`src/sv/dll_pkg.sv`:
```
// Shared constants, types and helpers for the doubly linked list engine.
package dll_pkg;

    localparam int NODES      = 64;
    localparam int VALUE_BITS = 32;
    localparam int DATA_W     = 32;
    localparam int FUNC_W     = 2;
    localparam int STAT_W     = 2;
    localparam int LEN_W      = 7;
    localparam int IDX_W      = $clog2(NODES);
    localparam int PTR_W      = $clog2(NODES + 1);
    localparam int VAL_W      = (VALUE_BITS < DATA_W) ? VALUE_BITS : DATA_W;

    typedef logic [IDX_W-1:0]  idx_t;
    typedef logic [PTR_W-1:0]  ptr_t;
    typedef logic [VAL_W-1:0]  val_t;
    typedef logic [LEN_W-1:0]  len_t;
    typedef logic [FUNC_W-1:0] func_t;
    typedef logic [STAT_W-1:0] stat_t;

    localparam ptr_t NIL = ptr_t'(NODES);

    localparam func_t FN_ADD_FRONT = func_t'(0);
    localparam func_t FN_ADD_BACK  = func_t'(1);
    localparam func_t FN_DELETE    = func_t'(2);

    localparam stat_t ST_DONE = stat_t'(0);
    localparam stat_t ST_FULL = stat_t'(1);
    localparam stat_t ST_MISS = stat_t'(2);

    typedef enum logic [2:0] {
        S_IDLE,
        S_ADD_WR,
        S_ADD_LINK,
        S_DEL_CMP,
        S_DEL_UNLINK,
        S_DEL_FREE,
        S_FIN
    } state_t;

    typedef struct packed {
        func_t              func;
        logic signed [31:0] value;
    } in_item_t;

    typedef struct packed {
        stat_t status;
        len_t  length;
    } out_item_t;

    function automatic logic ptr_ok(input ptr_t p);
        return p < NIL;
    endfunction

endpackage

```
`src/sv/dll_ram.sv`:
```
// Generic single-write, single-read RAM with registered read data.
module dll_ram #(
    parameter int WIDTH = 8,
    parameter int DEPTH = 64
) (
    input  logic                     clk,
    input  logic                     we,
    input  logic [$clog2(DEPTH)-1:0] waddr,
    input  logic [WIDTH-1:0]         wdata,
    input  logic [$clog2(DEPTH)-1:0] raddr,
    output logic [WIDTH-1:0]         rdata
);

    logic [WIDTH-1:0] mem_reg [DEPTH];
    logic [WIDTH-1:0] rdata_reg;

    always_ff @(posedge clk)
    begin
        if (we)
        begin
            mem_reg[waddr] <= wdata;
        end
        rdata_reg <= mem_reg[raddr];
    end

    assign rdata = rdata_reg;

endmodule

```
`src/sv/doubly_linked_list_engine_top.sv`:
```
// Top level of the doubly linked list engine: sequencer, pointers and link memories.
//
// Usage: each item on the req channel (valid/ready) carries func and value.
// func selects add at front, add at back, or delete of the first node from
// the front holding value; code 3 changes nothing. Each item yields exactly one
// item on the rsp channel with status (done, full, not found) and the list
// length after the operation.
// Values and links live in three RAMs with registered reads; the sequencer
// reads, updates and writes them back through one read and one write port per RAM.
// An add passes through S_ADD_WR, S_ADD_LINK and S_FIN; a delete spends one
// S_DEL_CMP step per node visited from the front, then S_DEL_UNLINK, S_DEL_FREE
// and S_FIN on a hit, or goes to S_FIN on a miss. An add to a full pool, a
// delete on an empty list and code 3 go straight from idle to S_FIN.
// The delete search visits one node per cycle through the link RAM, up to NODES nodes.
// req_ready is high only while the sequencer is idle. A finished result sits in
// an output register, so a new item is taken while the previous result is
// still waiting; if the receiver stalls, the next result waits at the end of
// its operation until the register frees up.
// Reset: list empty, all nodes on the free list; no clearing pass is needed.
module doubly_linked_list_engine_top (
    input  logic               clk,
    input  logic               rst_n,
    input  logic               req_valid,
    output logic               req_ready,
    input  dll_pkg::in_item_t  req,
    output logic               rsp_valid,
    input  logic               rsp_ready,
    output dll_pkg::out_item_t rsp
);

    dll_pkg::state_t    state_reg, state_next;
    dll_pkg::func_t     func_reg, func_next;
    dll_pkg::val_t      val_reg, val_next;
    dll_pkg::ptr_t      node_reg, node_next;
    dll_pkg::ptr_t      nx_reg, nx_next;
    dll_pkg::ptr_t      pv_reg, pv_next;
    dll_pkg::idx_t      steps_reg, steps_next;
    dll_pkg::stat_t     st_reg, st_next;
    dll_pkg::ptr_t      head_reg, head_next;
    dll_pkg::ptr_t      tail_reg, tail_next;
    dll_pkg::ptr_t      free_reg, free_next;
    dll_pkg::ptr_t      count_reg, count_next;
    dll_pkg::out_item_t rsp_reg, rsp_next;
    logic               rsp_valid_reg, rsp_valid_next;

    logic [dll_pkg::NODES-1:0] nxt_vld_reg;
    logic [dll_pkg::NODES-1:0] prv_vld_reg;
    dll_pkg::idx_t             rd_addr_reg;
    logic                      nxt_rvld_reg;
    logic                      prv_rvld_reg;

    logic          accept;
    logic          match;
    dll_pkg::idx_t rd_addr;
    dll_pkg::ptr_t nxt_q;
    dll_pkg::ptr_t prv_q;

    logic          val_we;
    dll_pkg::idx_t val_waddr;
    dll_pkg::val_t val_wdata;
    dll_pkg::val_t val_rdata;
    logic          nxt_we;
    dll_pkg::idx_t nxt_waddr;
    dll_pkg::ptr_t nxt_wdata;
    dll_pkg::ptr_t nxt_rdata;
    logic          prv_we;
    dll_pkg::idx_t prv_waddr;
    dll_pkg::ptr_t prv_wdata;
    dll_pkg::ptr_t prv_rdata;

    dll_ram #(.WIDTH(dll_pkg::VAL_W), .DEPTH(dll_pkg::NODES)) u_val_ram (
        .clk   (clk),
        .we    (val_we),
        .waddr (val_waddr),
        .wdata (val_wdata),
        .raddr (rd_addr),
        .rdata (val_rdata)
    );

    dll_ram #(.WIDTH(dll_pkg::PTR_W), .DEPTH(dll_pkg::NODES)) u_nxt_ram (
        .clk   (clk),
        .we    (nxt_we),
        .waddr (nxt_waddr),
        .wdata (nxt_wdata),
        .raddr (rd_addr),
        .rdata (nxt_rdata)
    );

    dll_ram #(.WIDTH(dll_pkg::PTR_W), .DEPTH(dll_pkg::NODES)) u_prv_ram (
        .clk   (clk),
        .we    (prv_we),
        .waddr (prv_waddr),
        .wdata (prv_wdata),
        .raddr (rd_addr),
        .rdata (prv_rdata)
    );

    assign req_ready = (state_reg == dll_pkg::S_IDLE);
    assign accept    = req_valid && req_ready;
    assign rsp_valid = rsp_valid_reg;
    assign rsp       = rsp_reg;

    // unwritten link entries read as their reset values
    assign nxt_q = nxt_rvld_reg ? nxt_rdata
                                : dll_pkg::ptr_t'(rd_addr_reg) + dll_pkg::ptr_t'(1);
    assign prv_q = prv_rvld_reg ? prv_rdata : dll_pkg::NIL;
    assign match = (val_rdata == val_reg);

    always_comb
    begin
        state_next = state_reg;
        unique case (state_reg)
            dll_pkg::S_IDLE:
            begin
                if (accept)
                begin
                    if ((req.func == dll_pkg::FN_ADD_FRONT || req.func == dll_pkg::FN_ADD_BACK)
                        && dll_pkg::ptr_ok(free_reg))
                    begin
                        state_next = dll_pkg::S_ADD_WR;
                    end
                    else if (req.func == dll_pkg::FN_DELETE && dll_pkg::ptr_ok(head_reg))
                    begin
                        state_next = dll_pkg::S_DEL_CMP;
                    end
                    else
                    begin
                        state_next = dll_pkg::S_FIN;
                    end
                end
            end
            dll_pkg::S_ADD_WR:
            begin
                state_next = dll_pkg::S_ADD_LINK;
            end
            dll_pkg::S_ADD_LINK:
            begin
                state_next = dll_pkg::S_FIN;
            end
            dll_pkg::S_DEL_CMP:
            begin
                if (match)
                begin
                    state_next = dll_pkg::S_DEL_UNLINK;
                end
                else if (!dll_pkg::ptr_ok(nxt_q)
                         || steps_reg == dll_pkg::idx_t'(dll_pkg::NODES - 1))
                begin
                    state_next = dll_pkg::S_FIN;
                end
            end
            dll_pkg::S_DEL_UNLINK:
            begin
                state_next = dll_pkg::S_DEL_FREE;
            end
            dll_pkg::S_DEL_FREE:
            begin
                state_next = dll_pkg::S_FIN;
            end
            dll_pkg::S_FIN:
            begin
                if (!rsp_valid_reg || rsp_ready)
                begin
                    state_next = dll_pkg::S_IDLE;
                end
            end
            default:
            begin
                state_next = dll_pkg::S_IDLE;
            end
        endcase
    end

    always_comb
    begin
        func_next      = func_reg;
        val_next       = val_reg;
        node_next      = node_reg;
        nx_next        = nx_reg;
        pv_next        = pv_reg;
        steps_next     = steps_reg;
        st_next        = st_reg;
        head_next      = head_reg;
        tail_next      = tail_reg;
        free_next      = free_reg;
        count_next     = count_reg;
        rsp_next       = rsp_reg;
        rsp_valid_next = rsp_valid_reg && !rsp_ready;
        rd_addr        = '0;
        val_we         = 1'b0;
        val_waddr      = node_reg[dll_pkg::IDX_W-1:0];
        val_wdata      = val_reg;
        nxt_we         = 1'b0;
        nxt_waddr      = node_reg[dll_pkg::IDX_W-1:0];
        nxt_wdata      = dll_pkg::NIL;
        prv_we         = 1'b0;
        prv_waddr      = node_reg[dll_pkg::IDX_W-1:0];
        prv_wdata      = dll_pkg::NIL;

        unique case (state_reg)
            dll_pkg::S_IDLE:
            begin
                if (accept)
                begin
                    func_next  = req.func;
                    val_next   = dll_pkg::val_t'(req.value);
                    steps_next = '0;
                    st_next    = dll_pkg::ST_DONE;
                    case (req.func) inside
                        dll_pkg::FN_ADD_FRONT, dll_pkg::FN_ADD_BACK:
                        begin
                            node_next = free_reg;
                            rd_addr   = free_reg[dll_pkg::IDX_W-1:0];
                            if (!dll_pkg::ptr_ok(free_reg))
                            begin
                                st_next = dll_pkg::ST_FULL;
                            end
                        end
                        dll_pkg::FN_DELETE:
                        begin
                            node_next = head_reg;
                            rd_addr   = head_reg[dll_pkg::IDX_W-1:0];
                            if (!dll_pkg::ptr_ok(head_reg))
                            begin
                                st_next = dll_pkg::ST_MISS;
                            end
                        end
                        default:
                        begin
                        end
                    endcase
                end
            end
            dll_pkg::S_ADD_WR:
            begin
                free_next = nxt_q;
                val_we    = 1'b1;
                nxt_we    = 1'b1;
                prv_we    = 1'b1;
                if (func_reg == dll_pkg::FN_ADD_FRONT && dll_pkg::ptr_ok(head_reg))
                begin
                    nxt_wdata = head_reg;
                end
                if (func_reg == dll_pkg::FN_ADD_BACK && dll_pkg::ptr_ok(tail_reg))
                begin
                    prv_wdata = tail_reg;
                end
            end
            dll_pkg::S_ADD_LINK:
            begin
                count_next = count_reg + dll_pkg::ptr_t'(1);
                if (func_reg == dll_pkg::FN_ADD_FRONT)
                begin
                    if (!dll_pkg::ptr_ok(head_reg))
                    begin
                        tail_next = node_reg;
                    end
                    else
                    begin
                        prv_we    = 1'b1;
                        prv_waddr = head_reg[dll_pkg::IDX_W-1:0];
                        prv_wdata = node_reg;
                    end
                    head_next = node_reg;
                end
                else
                begin
                    if (!dll_pkg::ptr_ok(tail_reg))
                    begin
                        head_next = node_reg;
                    end
                    else
                    begin
                        nxt_we    = 1'b1;
                        nxt_waddr = tail_reg[dll_pkg::IDX_W-1:0];
                        nxt_wdata = node_reg;
                    end
                    tail_next = node_reg;
                end
            end
            dll_pkg::S_DEL_CMP:
            begin
                if (match)
                begin
                    nx_next = nxt_q;
                    pv_next = prv_q;
                end
                else if (!dll_pkg::ptr_ok(nxt_q)
                         || steps_reg == dll_pkg::idx_t'(dll_pkg::NODES - 1))
                begin
                    st_next = dll_pkg::ST_MISS;
                end
                else
                begin
                    node_next  = nxt_q;
                    steps_next = steps_reg + dll_pkg::idx_t'(1);
                    rd_addr    = nxt_q[dll_pkg::IDX_W-1:0];
                end
            end
            dll_pkg::S_DEL_UNLINK:
            begin
                if (dll_pkg::ptr_ok(pv_reg))
                begin
                    nxt_we    = 1'b1;
                    nxt_waddr = pv_reg[dll_pkg::IDX_W-1:0];
                    nxt_wdata = nx_reg;
                end
                else
                begin
                    head_next = nx_reg;
                end
                if (dll_pkg::ptr_ok(nx_reg))
                begin
                    prv_we    = 1'b1;
                    prv_waddr = nx_reg[dll_pkg::IDX_W-1:0];
                    prv_wdata = pv_reg;
                end
                else
                begin
                    tail_next = pv_reg;
                end
            end
            dll_pkg::S_DEL_FREE:
            begin
                nxt_we    = 1'b1;
                nxt_wdata = free_reg;
                prv_we    = 1'b1;
                free_next = node_reg;
                if (count_reg != '0)
                begin
                    count_next = count_reg - dll_pkg::ptr_t'(1);
                end
            end
            dll_pkg::S_FIN:
            begin
                if (!rsp_valid_reg || rsp_ready)
                begin
                    rsp_next.status = st_reg;
                    rsp_next.length = dll_pkg::len_t'(count_reg);
                    rsp_valid_next  = 1'b1;
                end
            end
            default:
            begin
            end
        endcase
    end

    always_ff @(posedge clk or negedge rst_n)
    begin
        if (!rst_n)
        begin
            state_reg     <= dll_pkg::S_IDLE;
            head_reg      <= dll_pkg::NIL;
            tail_reg      <= dll_pkg::NIL;
            free_reg      <= '0;
            count_reg     <= '0;
            rsp_valid_reg <= 1'b0;
            nxt_vld_reg   <= '0;
            prv_vld_reg   <= '0;
            nxt_rvld_reg  <= 1'b0;
            prv_rvld_reg  <= 1'b0;
        end
        else
        begin
            state_reg     <= state_next;
            head_reg      <= head_next;
            tail_reg      <= tail_next;
            free_reg      <= free_next;
            count_reg     <= count_next;
            rsp_valid_reg <= rsp_valid_next;
            nxt_rvld_reg  <= nxt_vld_reg[rd_addr];
            prv_rvld_reg  <= prv_vld_reg[rd_addr];
            if (nxt_we)
            begin
                nxt_vld_reg[nxt_waddr] <= 1'b1;
            end
            if (prv_we)
            begin
                prv_vld_reg[prv_waddr] <= 1'b1;
            end
        end
    end

    always_ff @(posedge clk)
    begin
        func_reg    <= func_next;
        val_reg     <= val_next;
        node_reg    <= node_next;
        nx_reg      <= nx_next;
        pv_reg      <= pv_next;
        steps_reg   <= steps_next;
        st_reg      <= st_next;
        rsp_reg     <= rsp_next;
        rd_addr_reg <= rd_addr;
    end

    a_count_range: assert property (@(posedge clk) disable iff (!rst_n)
        count_reg <= dll_pkg::NIL)
        else $error("node count above pool size");

    a_ends_agree: assert property (@(posedge clk) disable iff (!rst_n)
        state_reg == dll_pkg::S_IDLE |->
            dll_pkg::ptr_ok(head_reg) == dll_pkg::ptr_ok(tail_reg))
        else $error("head and tail disagree on empty list");

    a_empty_count: assert property (@(posedge clk) disable iff (!rst_n)
        state_reg == dll_pkg::S_IDLE |->
            dll_pkg::ptr_ok(head_reg) == (count_reg != '0))
        else $error("head pointer inconsistent with count");

    a_free_full: assert property (@(posedge clk) disable iff (!rst_n)
        state_reg == dll_pkg::S_IDLE |->
            dll_pkg::ptr_ok(free_reg) == (count_reg != dll_pkg::NIL))
        else $error("free list inconsistent with count");

    a_fin_hold: assert property (@(posedge clk) disable iff (!rst_n)
        (state_reg == dll_pkg::S_FIN && rsp_valid_reg && !rsp_ready)
            |=> (state_reg == dll_pkg::S_FIN && $stable(rsp_reg)))
        else $error("result overwritten while receiver stalls");

endmodule
```
`config.mk`:
```
export PLATFORM = sky130hd
export DESIGN_NAME = doubly_linked_list_engine_top
export DESIGN_NICKNAME = d
export VERILOG_FILES = /design/src/sv/dll_pkg.sv /design/src/sv/dll_ram.sv /design/src/sv/doubly_linked_list_engine_top.sv
export SDC_FILE = /design/constraint.sdc
export NUM_CORES = 2
export LEC_CHECK = 0
export BUFFER_PORTS_ARGS = -buffer_cell sky130_fd_sc_hd__buf_2
export CAP_MARGIN = 25
export CORE_MARGIN = 2
export CORE_UTILIZATION = 45
export CTS_CLUSTER_SIZE = 24
export DETAILED_ROUTE_END_ITERATION = 10
export GPL_TIMING_DRIVEN = 1
export HOLD_SLACK_MARGIN = 0.15
export PLACE_DENSITY = 0.64
export SLEW_MARGIN = 20
export SYNTH_ARGS = -nofsm -noshare
export SYNTH_HDL_FRONTEND = slang
export SYNTH_SLANG_ARGS = --single-unit
```
`constraint.sdc`:
```
create_clock -name clk -period 5.9 [get_ports clk]
set_input_delay 1.18 -clock clk [delete_from_list [all_inputs] [get_ports clk]]
set_output_delay 1.18 -clock clk [all_outputs]
set_load 0.005 [all_outputs]
```
* Word-level counts from Yosys, hierarchy flattened *
Memories as Yosys holds them, arrays and structs flattened. A register that Yosys moved wholly into a read port is not among the register bits.
Cells that the tools add are included.

word-level totals
  register bits = 240
  bits in latches = 0
  memory bits (writable) = 2944
  memory bits (read-only) = 0
  memories = 3

memories
  memory             depth  width  rd ports  clocked after Yosys merged registers in  write ports  RTL line       text
  u_val_ram.mem_reg  64     32     1         1                                        1            dll_ram.sv:14  logic [WIDTH-1:0] mem_reg [DEPTH];
  u_nxt_ram.mem_reg  64     7      1         1                                        1            dll_ram.sv:14
  u_prv_ram.mem_reg  64     7      1         1                                        1            dll_ram.sv:14

cells by class
  add/subtract/negate cells = 4
  multipliers = 0
  div/mod/pow operators = 0
  $lt $le $gt $ge = 11
  equal/unequal tests = 23
  shift-type cells = 0
  mux-type cells = 86
  bitwise gates (word level) = 2
  reduce and logical (&&, ||, !) cells = 35

operator list
  kind                number
  $mux 7              21
  $or 64x64->64       2
  $mux 6              14
  $pmux 7 s2          5
  $pmux 6 s2          4
  $lt 7x7->1 const B  6
  $eq 32x32->1        1
  $pmux 7 s4          1
  $lt 6x7->1 const B  3
  $pmux 7 s3          1
  $mux 1              20
  $mux 3              6
  $pmux 3 s6          1
  $ne 2x2->1 const B  7
  $bmux 1 s6          2
  $demux 1 s6         2
  $ge 6x1->1 const B  2
  $mux 2              6
  $eq 3x3->1 const B  3
  $ne 3x3->1 const B  3
  $reduce_and 3->1    3
  $logic_and 1x1->1   8
  $reduce_and 2->1    4
  $reduce_and 4->1    2
  21 further kinds    34

* Depth between registers and ports, before layout *
  depth in word-level cells = 10
  gate-level depth with buffers = 17
  mapped depth without buffers = 13

* Modules after synthesis *
From an unflattened synthesis, not the netlist that was laid out.

unflattened totals
  cells, all modules = 6049
  area total of the unflattened synthesis = 125248.9 um2

modules (own cells, without submodules)
  module                         times used  cells an instance  area an instance (um2)  sequential area each (um2)
  dll_ram at u_val_ram           1           3324               78515.3                 62139.6
  dll_ram at u_prv_ram           1           827                17635.7                 13593.0
  dll_ram at u_nxt_ram           1           830                17623.2                 13593.0
  doubly_linked_list_engine_top  1           1068               11474.8                 6338.6

* Worst setup path before layout *
No wires, ideal clock.

  path type = register to register
  start point = register state_reg[1]
  end point = memory u_nxt_ram.mem_reg[0][0] (netlist name), data pin
  library setup time = 0.702 ns
  arrival time = 3.940 ns
  data required time = 5.198 ns
  slack = 1.258 ns
  stages on the path, launching flop included = 9
  buffers on the path = 2
  cells stage by stage = dfrtp_1 > buf_2 > inv_1 > nor2_1 > nand2_1 > nor2_1 > clkbuf_1 > a21oi_1 > o21ai_0

on the way
  longest elaborated chain between the ends = 2
  elaborated cells between the ends (all ways) = 5
  classes of those cells = eq/ne: 4; mux: 1

ends and longest elaborated chain
  item                                RTL line                              text
  start: declaration                  doubly_linked_list_engine_top.sv:31   dll_pkg::state_t state_reg, state_next;
  start signal: assignment            doubly_linked_list_engine_top.sv:353  state_reg <= dll_pkg::S_IDLE;
  start signal: assignment            doubly_linked_list_engine_top.sv:366  state_reg <= state_next;
  $eq 3x3->1 (tied with other cells)  doubly_linked_list_engine_top.sv:200  unique case (state_reg)
  $pmux 7 s4 *                        doubly_linked_list_engine_top.sv:200
  net nxt_wdata[0]                    doubly_linked_list_engine_top.sv:64   dll_pkg::ptr_t nxt_wdata;
  end: declaration                    dll_ram.sv:14

The timed path passes the listed nets; every way through them passes the cells marked *.

* Final worst setup path *
  start point = register val_reg[19]
  end point = register u_val_ram.rdata_reg[10] (netlist: u_val_ram.rdata[10]) (read register of u_val_ram.mem_reg)

on the way
  longest elaborated chain between the ends = 3

ends and longest elaborated chain
  item                      RTL line                              text
  start: declaration        doubly_linked_list_engine_top.sv:33   dll_pkg::val_t val_reg, val_next;
  start signal: assignment  doubly_linked_list_engine_top.sv:388  val_reg <= val_next;
  $eq 32x32->1              doubly_linked_list_engine_top.sv:107  assign match = (val_rdata == val_reg);
  $mux 6                    doubly_linked_list_engine_top.sv:283  if (match)
  $pmux 6 s2                doubly_linked_list_engine_top.sv:200
  end: declaration          dll_ram.sv:15                         logic [WIDTH-1:0] rdata_reg;

Every way passes these cells.
A chain may end at the register's enable or synchronous reset.

==> out/results.ini <==
[run_status]
status=complete, no violations

[grt]
grt_max_degree=152
grt_busiest_layer=met2
overflow=0
grt_pass1_wl_um=597000
met3_usage_pct=6.36
met2_usage_pct=43.2
antenna_found_initial=20
grt_pass1_vias=81000
grt_usage_pct=28.5
met1_usage_pct=38.1

[critical_path]
r2r_cells=11
worst_path_max_delay_cell=nor4_1
worstPathMaxFanout=33
cp-start-kind=register
critPathKind=register to register
path_depth=11
crit_top_cell=o21ai_0
cp_num_buf_inv=2
crit_family=simple AND/OR/NAND/NOR gates
arrival_ns=6.43
worstSetupEndpointType=register
cp_cell_sequence=xor2_1 -> nor4_1 -> nand4_1 -> o21ai_0 -> o21ai_0 -> nand3_4 -> buf_12 -> buf_4 -> o221ai_1 -> o41ai_1 -> o2bb2ai_1
cpPeakStageDelay_ns=1.01
cp.required_ns=6.62

[power_and_ir_drop]
p_leak_uw=0.0502
peakVddDrop_mv=0.329
powerDensity_nw_per_um2=429
p_total_uw=62800

[layout]
fillers=23400
mostFrequentLayoutCell=edfxtp_1
layout-drive-gt1-share_pct=12.5
largest_reg_flops=2048
nets=9573
fin_area_um2=147000
final_cell_mix=edfxtp_1 (3,016), nand2_1 (1,966), nand3_1 (667)
area_delta_synth_final_pct=13.6

[synth]
ys.flop_type=edfxtp_1
synth-seq-cells=3230
synth_edf_count=3016
yosysWarningCount=0
synth_seq_area_share_pct=74.2
synth_area_leaders=edfxtp_1 (70%), nand2_1 (5.8%), mux2i_1 (3.4%), dfrtp_1 (3.1%), nand3_1 (2.6%)
synth_cells=9348
synth_top_area_share_pct=70.2
yosysUniqueCellTypes=87
synth_fp_nets=9396
async_flop_share_pct=5.02
synth_largest_area_cell=edfxtp_1
syn_avg_cell_area_um2=13.8
syn-cell-area_um2=129000

[placed_design]
numPortBuffers=48
dp_slack_ns=0.458
hpwl_um=252000
post_dp_cell_area_um2=136000
gp_congestion=0.920

[sta]
period_needed_ns=5.71
setup_ws_ns=0.189
skew_ns=0.0408
setup_violations=0
clock.fmax_mhz=175
rsz0062_at_grt=no
worstMarginPinSlew_ns=1.28
fin_tns_setup_ns=0
hold_viol_final=0
period_share_pct=96.8
drv_slew=0
relSlewSlack_pct=13.9
holdWs_ns=0.269

[routing]
drc=0
vias_per_cell=6.32
first_iter_violations=13300
routed_wl_um=425000
wl_per_cell_um=31.4
vias=85600
drtPass1Iterations=9
detail-route-antenna-nets=0

[clock_network]
htreeDepth=5
cts_buffer_depth=4
post_cts_resized=0
cts_tree=done
cts_buffers=323
post-cts-setup-buffer-count=0
cts_hold_buf=0
root_buffer=clkbuf_16
clk_pin_slew_ns=0.06
insertion_delay_ns=0.90
clkSinkCount=3230

[floorplan]
die_h_um=539
fp.dieW_um=539
num_rows=196
coreArea_um2=285000
die_area_um2=291000
initial_core_util_pct=45.2
ioPinCount=49

[min_path]
min_path_type=input pin to asynchronous set/reset pin

[job]
max-cap-violations=0

[per-layer routing]
| layer | up-vias | part of all wire, % |
|---|---|---|
| li1 | 35700 | - |
| met1 | 43000 | 37 |
| met5 | - | 0.044 |
| met2 | 5862 | 45 |
| met4 | 11 | 6.3 |
| met3 | 1132 | 12 |
[cell usage after synthesis, types with 25 or more instances]
master and instances:
nor2_1 264, buf_4 39, o21ai_0 233, a311oi_1 44, dfxtp_1 52, nand3_1 669
a32oi_1 77, xor2_1 38, o22ai_1 61, mux2i_1 436, buf_2 218, or2_2 122
buf_1 83, edfxtp_1 3016, o221ai_1 95, a31oi_1 265, a21oi_1 340, and3_1 170
clkbuf_1 273, nand2_1 1980, a21o_1 28, nand4_1 25, dfrtp_1 160, a211oi_1 162
a22oi_1 103
[worst register-to-register path, cell delays in order (launching register included)]
cell       delay, ns
edfxtp_1        0.50
xor2_1          0.28
nor4_1          1.01
nand4_1         0.64
o21ai_0         0.45
o21ai_0         0.22
nand3_4         0.36
buf_12          0.29
buf_4           0.45
o221ai_1        0.18
o41ai_1         1.01
o2bb2ai_1       0.16
[final timing paths]
| path | start | endpoint | slack [ns] |
|---|---|---|---|
| max in group asynchronous | rst_n | nxt_vld_reg[46]$_DFFE_PN0P_ | 4.40 |
| min in group clk | st_reg[1]$_SDFFCE_PP1P_ | rsp[8]$_DFFE_PP_ | 0.42 |
| worst max register to register | val_reg[19]$_DFFE_PP_ | u_val_ram.rdata[10]$_DFF_P_ | 0.19 |
| worst min-delay path | rst_n | prv_vld_reg[0]$_DFFE_PN0P_ | 0.27 |
| worst min register to register | st_reg[1]$_SDFFCE_PP1P_ | rsp[8]$_DFFE_PP_ | 0.42 |
| worst max-delay path | val_reg[19]$_DFFE_PP_ | u_val_ram.rdata[10]$_DFF_P_ | 0.19 |
[area by class of cell]
type                       count  area [um^2]  area share, %
inverter                      22          119         0.0811
clock buffer                 416         8740           5.96
multi-input combinational   5473        31400           21.4
tap                         3762         4710           3.21
timing repair buffer         475         4460           3.05
antenna                        8         20.0         0.0137
sequential                  3230        95700           65.3
clock inverter               158         1480           1.01
[kinds of logic after synthesis]
logic type,synth area share (%)
AND/OR/NAND/NOR,11.4
AO/OA/AOI/OAI,8.41
multiplexers,3.41
adder cells (fa/ha/maj),0.103
flip-flops,74.2
buffers and inverters,2.26
XOR/XNOR,0.312
[metrics by stage]
stage          instances  util [%]
2_1_floorplan       9348         -
3_3_place_gp       12900      47.6
3_5_place_dp       13000      47.8
4_1_cts            13500      51.3
5_1_grt            13500      51.4
6_report           13500      51.4
[power breakdown]
group / internal (uW) / switching [uW]
clock network: 11500 / 8700
registers: 27500 / 851
logic: 3910 / 10400
Note: power is estimated with default switching activity, not from simulation.
